## src/rtl/tpl_pkg.sv

```systemverilog
// Shared types, widths, register codes and reset values for the trapezoid pulse level block.
// Used by the channel interfaces, the modulo pipeline, the divider pipeline and the top level.
// Has no dependencies of its own.
package tpl_pkg;

   // Field widths fixed by the block's interface.
   localparam int TIME_BITS  = 48;
   localparam int LEVEL_BITS = 16;
   localparam int CFG_W      = 32;
   localparam int AMP_W      = 16;
   localparam int FACT_W     = 16;
   localparam int FRAC_BITS  = 15;

   // Derived arithmetic widths.
   // The period is the sum of two 32-bit times.
   localparam int PER_W     = CFG_W + 1;
   // The magnitude is at most 2^(AMP_W-1), so magnitude * factor stays below 2^PROD_W.
   localparam int PROD_W    = AMP_W - 1 + FACT_W;
   localparam int NUM_W     = PROD_W + CFG_W;
   localparam int DIV_N_W   = NUM_W - FRAC_BITS;
   // The scaled level always fits in this many quotient bits.
   localparam int QUOT_W    = DIV_N_W - CFG_W;
   localparam int CMP_W     = (TIME_BITS > CFG_W) ? TIME_BITS : CFG_W;
   localparam int SAT_W     = ((QUOT_W > LEVEL_BITS) ? QUOT_W : LEVEL_BITS) + 1;

   localparam int MOD_STAGES = TIME_BITS;
   localparam int DIV_STAGES = QUOT_W;

   typedef logic [TIME_BITS-1:0]         time_type;
   typedef logic [FACT_W-1:0]            factor_type;
   typedef logic signed [LEVEL_BITS-1:0] level_type;
   typedef logic [CFG_W-1:0]             cfg_type;
   typedef logic [PER_W-1:0]             per_type;
   typedef logic [QUOT_W-1:0]            quot_type;
   typedef logic [SAT_W-1:0]             sat_type;

   // Saturation limits, as output codes and as magnitudes.
   localparam logic [LEVEL_BITS-1:0] LEVEL_POS_LIMIT = {1'b0, {(LEVEL_BITS-1){1'b1}}};
   localparam logic [LEVEL_BITS-1:0] LEVEL_NEG_LIMIT = {1'b1, {(LEVEL_BITS-1){1'b0}}};
   localparam sat_type SAT_POS_LIMIT = {{(SAT_W-LEVEL_BITS){1'b0}}, LEVEL_POS_LIMIT};
   localparam sat_type SAT_NEG_LIMIT = {{(SAT_W-LEVEL_BITS){1'b0}}, LEVEL_NEG_LIMIT};

   // Configuration register indexes.
   localparam int CSR_IDX_W = 3;
   localparam logic [CSR_IDX_W-1:0] CSR_AMPLITUDE   = 3'd0;
   localparam logic [CSR_IDX_W-1:0] CSR_HIGH_TIME   = 3'd1;
   localparam logic [CSR_IDX_W-1:0] CSR_LOW_TIME    = 3'd2;
   localparam logic [CSR_IDX_W-1:0] CSR_RISE_TIME   = 3'd3;
   localparam logic [CSR_IDX_W-1:0] CSR_FALL_TIME   = 3'd4;
   localparam logic [CSR_IDX_W-1:0] CSR_START_DELAY = 3'd5;

   // Register values after reset.
   localparam logic [AMP_W-1:0] RST_AMPLITUDE   = 16'h7FFF;
   localparam cfg_type          RST_HIGH_TIME   = 32'd1000000;
   localparam cfg_type          RST_LOW_TIME    = 32'd1000000;
   localparam cfg_type          RST_RISE_TIME   = 32'd1;
   localparam cfg_type          RST_FALL_TIME   = 32'd1;
   localparam cfg_type          RST_START_DELAY = 32'd0;

   // Side information that rides along with the modulo pipeline.
   typedef struct packed {
      logic       live;
      factor_type factor;
   } mod_side_type;

endpackage

```

## src/rtl/tpl_div_pipe.sv

```systemverilog
// Pipelined restoring divider: a scaled product divided by a ramp length, one quotient
// bit per stage. Depends on tpl_pkg for widths.
module tpl_div_pipe (
   input  logic                        clock,
   input  logic                        reset,
   input  logic                        en,
   input  logic                        in_valid,
   input  logic [tpl_pkg::DIV_N_W-1:0] in_num,
   input  tpl_pkg::cfg_type            in_len,
   output logic                        out_valid,
   output tpl_pkg::quot_type           out_quot
);

   logic [tpl_pkg::DIV_STAGES-1:0] valid_ff;
   logic [tpl_pkg::DIV_STAGES-1:0] valid_in;
   tpl_pkg::cfg_type  rem_ff  [tpl_pkg::DIV_STAGES];
   tpl_pkg::cfg_type  rem_in  [tpl_pkg::DIV_STAGES];
   tpl_pkg::quot_type low_ff  [tpl_pkg::DIV_STAGES];
   tpl_pkg::quot_type low_in  [tpl_pkg::DIV_STAGES];
   tpl_pkg::quot_type quot_ff [tpl_pkg::DIV_STAGES];
   tpl_pkg::quot_type quot_in [tpl_pkg::DIV_STAGES];
   tpl_pkg::cfg_type  len_ff  [tpl_pkg::DIV_STAGES];
   tpl_pkg::cfg_type  len_in  [tpl_pkg::DIV_STAGES];
   tpl_pkg::cfg_type  prev_rem  [tpl_pkg::DIV_STAGES];
   tpl_pkg::quot_type prev_low  [tpl_pkg::DIV_STAGES];
   tpl_pkg::quot_type prev_quot [tpl_pkg::DIV_STAGES];
   logic [tpl_pkg::CFG_W:0] trial [tpl_pkg::DIV_STAGES];
   logic [tpl_pkg::CFG_W:0] sub   [tpl_pkg::DIV_STAGES];
   logic [tpl_pkg::DIV_STAGES-1:0] fits;

   // The upper part of the numerator is already below the length, so only the low
   // quotient bits need stages.
   always_comb begin
      prev_rem[0]  = in_num[tpl_pkg::DIV_N_W-1:tpl_pkg::QUOT_W];
      prev_low[0]  = in_num[tpl_pkg::QUOT_W-1:0];
      prev_quot[0] = '0;
      len_in[0]    = in_len;
      for (int k = 1; k < tpl_pkg::DIV_STAGES; k++) begin
         prev_rem[k]  = rem_ff[k-1];
         prev_low[k]  = low_ff[k-1];
         prev_quot[k] = quot_ff[k-1];
         len_in[k]    = len_ff[k-1];
      end
   end

   // Each stage brings down one numerator bit and decides one quotient bit.
   always_comb begin
      for (int k = 0; k < tpl_pkg::DIV_STAGES; k++) begin
         trial[k] = {prev_rem[k], prev_low[k][tpl_pkg::QUOT_W-1]};
         sub[k]   = trial[k] - {1'b0, len_in[k]};
         fits[k]  = (trial[k] >= {1'b0, len_in[k]});
         if (fits[k]) begin
            rem_in[k] = sub[k][tpl_pkg::CFG_W-1:0];
         end else begin
            rem_in[k] = trial[k][tpl_pkg::CFG_W-1:0];
         end
         low_in[k]  = prev_low[k] << 1;
         quot_in[k] = {prev_quot[k][tpl_pkg::QUOT_W-2:0], fits[k]};
      end
   end

   assign valid_in = {valid_ff[tpl_pkg::DIV_STAGES-2:0], in_valid};

   always_ff @(posedge clock) begin
      if (reset) begin
         valid_ff <= '0;
      end else if (en) begin
         valid_ff <= valid_in;
      end
   end

   always_ff @(posedge clock) begin
      if (en) begin
         rem_ff  <= rem_in;
         low_ff  <= low_in;
         quot_ff <= quot_in;
         len_ff  <= len_in;
      end
   end

   assign out_valid = valid_ff[tpl_pkg::DIV_STAGES-1];
   assign out_quot  = quot_ff[tpl_pkg::DIV_STAGES-1];

   // The quotient must fit its bits: the numerator's upper part starts below the length.
   a_quotient_fits: assert property (@(posedge clock) disable iff (reset)
      (en && in_valid) |-> (in_num[tpl_pkg::DIV_N_W-1:tpl_pkg::QUOT_W] < in_len))
      else $error("divider quotient would overflow");

endmodule

```

## config.mk

```make
export PLATFORM = sky130hd
export DESIGN_NAME = tpl_div_pipe
export DESIGN_NICKNAME = d
export VERILOG_FILES = /design/src/rtl/tpl_pkg.sv /design/src/rtl/tpl_div_pipe.sv
export SDC_FILE = /design/constraint.sdc
export NUM_CORES = 2
export LEC_CHECK = 0
export BUFFER_PORTS_ARGS = -buffer_cell sky130_fd_sc_hd__buf_2
export CAP_MARGIN = 20
export CORE_MARGIN = 8
export CORE_UTILIZATION = 40
export DETAILED_ROUTE_END_ITERATION = 12
export REMOVE_ABC_BUFFERS = 1
export SETUP_SLACK_MARGIN = 0.15
export SLEW_MARGIN = 20
export SYNTH_ARGS = -nofsm -noshare
export SYNTH_HDL_FRONTEND = slang
export SYNTH_SLANG_ARGS = --single-unit
```

## constraint.sdc

```tcl
create_clock -name clock -period 4.4 [get_ports clock]
set_clock_uncertainty 0.2 [all_clocks]
set_input_delay 0.44 -clock clock [delete_from_list [all_inputs] [get_ports clock]]
set_output_delay 0.44 -clock clock [all_outputs]
set_load 0.005 [all_outputs]
```

==> reports/metrics.cfg <==
[run_status]
outcome=finished clean

[routing]
drtIter0Drc=2222
viasPerCell=5.19
vias=46020
wl_um=154000
antenna_left=0
wl_per_cell_um=17.3
firstDrtPassIters=5
drc=0

[yosys]
synth_ff_type=edfxtp_1
seq_area_frac_synth=0.528
synthArstFlopShare=0
synth-seq-cells=1232
synth_top_area_share=0.523
ys_types=96
synthTopCellsByArea=edfxtp_1 52%, ha_1 9.2%, mux2_2 3.9%
ys_warn_count=0
synth.avg_cell_area_um2=11.4
synth_commonest_cells=1,216 x edfxtp_1, 625 x inv_1, 512 x ha_1, 469 x a21oi_1, 391 x nand2_1
netlist_area_mm2=0.0698
synth_edf_count=1216
synth.most_common_cell=edfxtp_1
postSynthCellCount=6098
yosysTopAreaCell=edfxtp_1

[worst_setup_path]
cp_max_fo=3
cp.required_ns=4.72
startpoint_type=register
path_class=reg2reg
slowest_stage=o21ai_0
crit_path_frequent_cell=a21oi_1
endpoint_kind=register
path_cells=ha_1 > fa_1 > nor2b_1 > o31ai_1 > a21oi_1 > a21oi_1 > a21oi_1 > a21oi_1 > o21ai_0 > a31oi_1 > xnor2_1 > o21ai_0
slowest_delay_ns=0.66
worstPathArrival_ns=4.43

[timing]
fin_crit_sh=0.934
rsz0062_at_grt=yes
tightest_slew_ns=1.15
fmax_ghz=0.243
max_slew_margin=0.216
finalMaxSlewViolations=0
setup_violations=0
hold_viol_final=0
finalSetupTns_ns=0
fin_crit_ns=4.11

[grt]
grtUsageTotal=0.160
globalRouteOverflowTotal=0
grt_use_met1=0.152
grt_max_degree=127
busiest_layer=met2
antenna_found_initial=2
use_met2=0.314
use_met3=0.0236
grt_pass1_wl_um=244000
grt_pass1_vias=48271

[floorplanning]
fp.coreArea_mm2=0.174
initial_core_util=0.402
num_rows=153
die_y_um=434
dieArea_mm2=0.188
io_pins=101
dieWidth_um=434

[clock_network]
cts.path.max_buffers=3
cts_tree=built
htreeDepth=4
cts_buffers=150
cts_sinks=1232
cts_root_buf=clkbuf_16
clkTransAtPathRegs_ns=0.06
worstSkewPairLatency_ns=0.78

[layout]
drive_above_1_share=0.118
nNetsFinal=7022
stdcell_count=8861
stdcell_area_mm2=0.0796
syn2layout_area_growth_pct=14.1

[placement]
post_dp_cell_area_mm2=0.0739
hpwl_um=118000
port_buffers=100
placed_cells=8496
gp_congestion=0.920

[min_path]
min_path_type=in2reg

[power_and_ir_drop]
ir_drop_mv=0.328
power_density_mw_per_mm2=718
p_leak_uw=0.0328

[run]
cap_violations=0

==> worst max-delay path, delay by kind of cell, from the launching register on <==
kind,cells,cell delay (ns)
simple gates,1,0.17
flops,1,0.41
compound gates,8,2.22
xor+xnor,1,0.21
fa+ha+maj,2,0.64
==> metrics by stage <==
| stage | setup slack (ns) | util | hold slack, ns | total power, uW |
|---|---|---|---|---|
| after global routing | 0.122 | 0.459 | 0.115 | 61100 |
| final | 0.290 | 0.459 | 0.146 | 57200 |
| after detailed placement | 0.276 | 0.425 | 0.205 | 45000 |
| after CTS | 0.268 | 0.458 | 0.0866 | 57500 |
| after global placement | 0.238 | 0.425 | 0.200 | 44800 |
| after floorplan | -0.339 | - | 0.200 | 38100 |
==> power breakdown <==
group          switching, uW  leakage, uW  internal, uW
Combinational          14300       0.0184         12100
Clock                   4850      0.00239          7190
Sequential              1460       0.0120         17300
==> area by class of cell <==
type                       instances  area [um^2]
sequential                      1232        36800
fill                           15650        94000
clock inverter                    81          793
tap                             2325         2910
inverter                         626         2350
clock buffer                     194         4090
multi-input combinational       4087        30000
timing repair buffer             314         2680
antenna                            2         5.00
==> flip-flops by register name, indices dropped and copies added (netlist names) <==
register,count
prev_rem,480
out_quot,16
prev_quot,120
valid_ff,16
len_ff,480
low_ff,120
==> kinds of logic after synthesis <==
group,Yosys count,synth area share
muxes,315,0.0511
buffers and inverters,779,0.0438
and+or+nand+nor,1300,0.0884
DFF,1232,0.528
AOI/OAI and AO/OA,1550,0.143
adders and majority gates,527,0.0961
xor gates and xnor gates,395,0.0496
==> layer usage <==
layer | routed length [um] | part of all wire
met5 | 0 | 0
met4 | 11100 | 0.073
met1 | 56000 | 0.36
met2 | 82100 | 0.53
met3 | 4300 | 0.028
==> worst paths after layout <==
| check | startpoint | end | slack, ns | cells past startpoint |
|---|---|---|---|---|
| hold / removal | in_num[47] | prev_quot[224]$_DFFE_PP_ | 0.15 | 4 |
| hold reg to reg | prev_quot[84]$_DFFE_PP_ | prev_quot[69]$_DFFE_PP_ | 0.20 | 0 |
| setup / recovery | len_ff[288]$_DFFE_PP_ | prev_rem[250]$_DFFE_PP_ | 0.29 | 12 |
| setup reg to reg | len_ff[288]$_DFFE_PP_ | prev_rem[250]$_DFFE_PP_ | 0.29 | 12 |
==> layout by cell type, fill, tap and decap left out, drive strengths merged, types with 51 or more instances in the layout <==
cell type,count
nor3,72
nand2b,59
a21o,265
inv,634
xor2,150
nor2,337
o21bai,51
nand3,102
o21a,62
nand4,91
nor2b,81
buf,231
dlygate4sd3,83
a211oi,51
a21oi,473
mux2,272
xnor2,245
o21ai,341
ha,512
edfxtp,1216
clkinv,59
nand2,392
clkbuf,194
==> repair_timing <==
action | 4_1_cts | 5_1_grt
endpoints found under the hold margin | 117 | 0
setup buffers | 0 | 5
gates resized for setup | 0 | 3
endpoints found under the setup margin | 0 | 61
hold buffers | 83 | 0
Note: power is estimated with default switching activity, not from simulation.
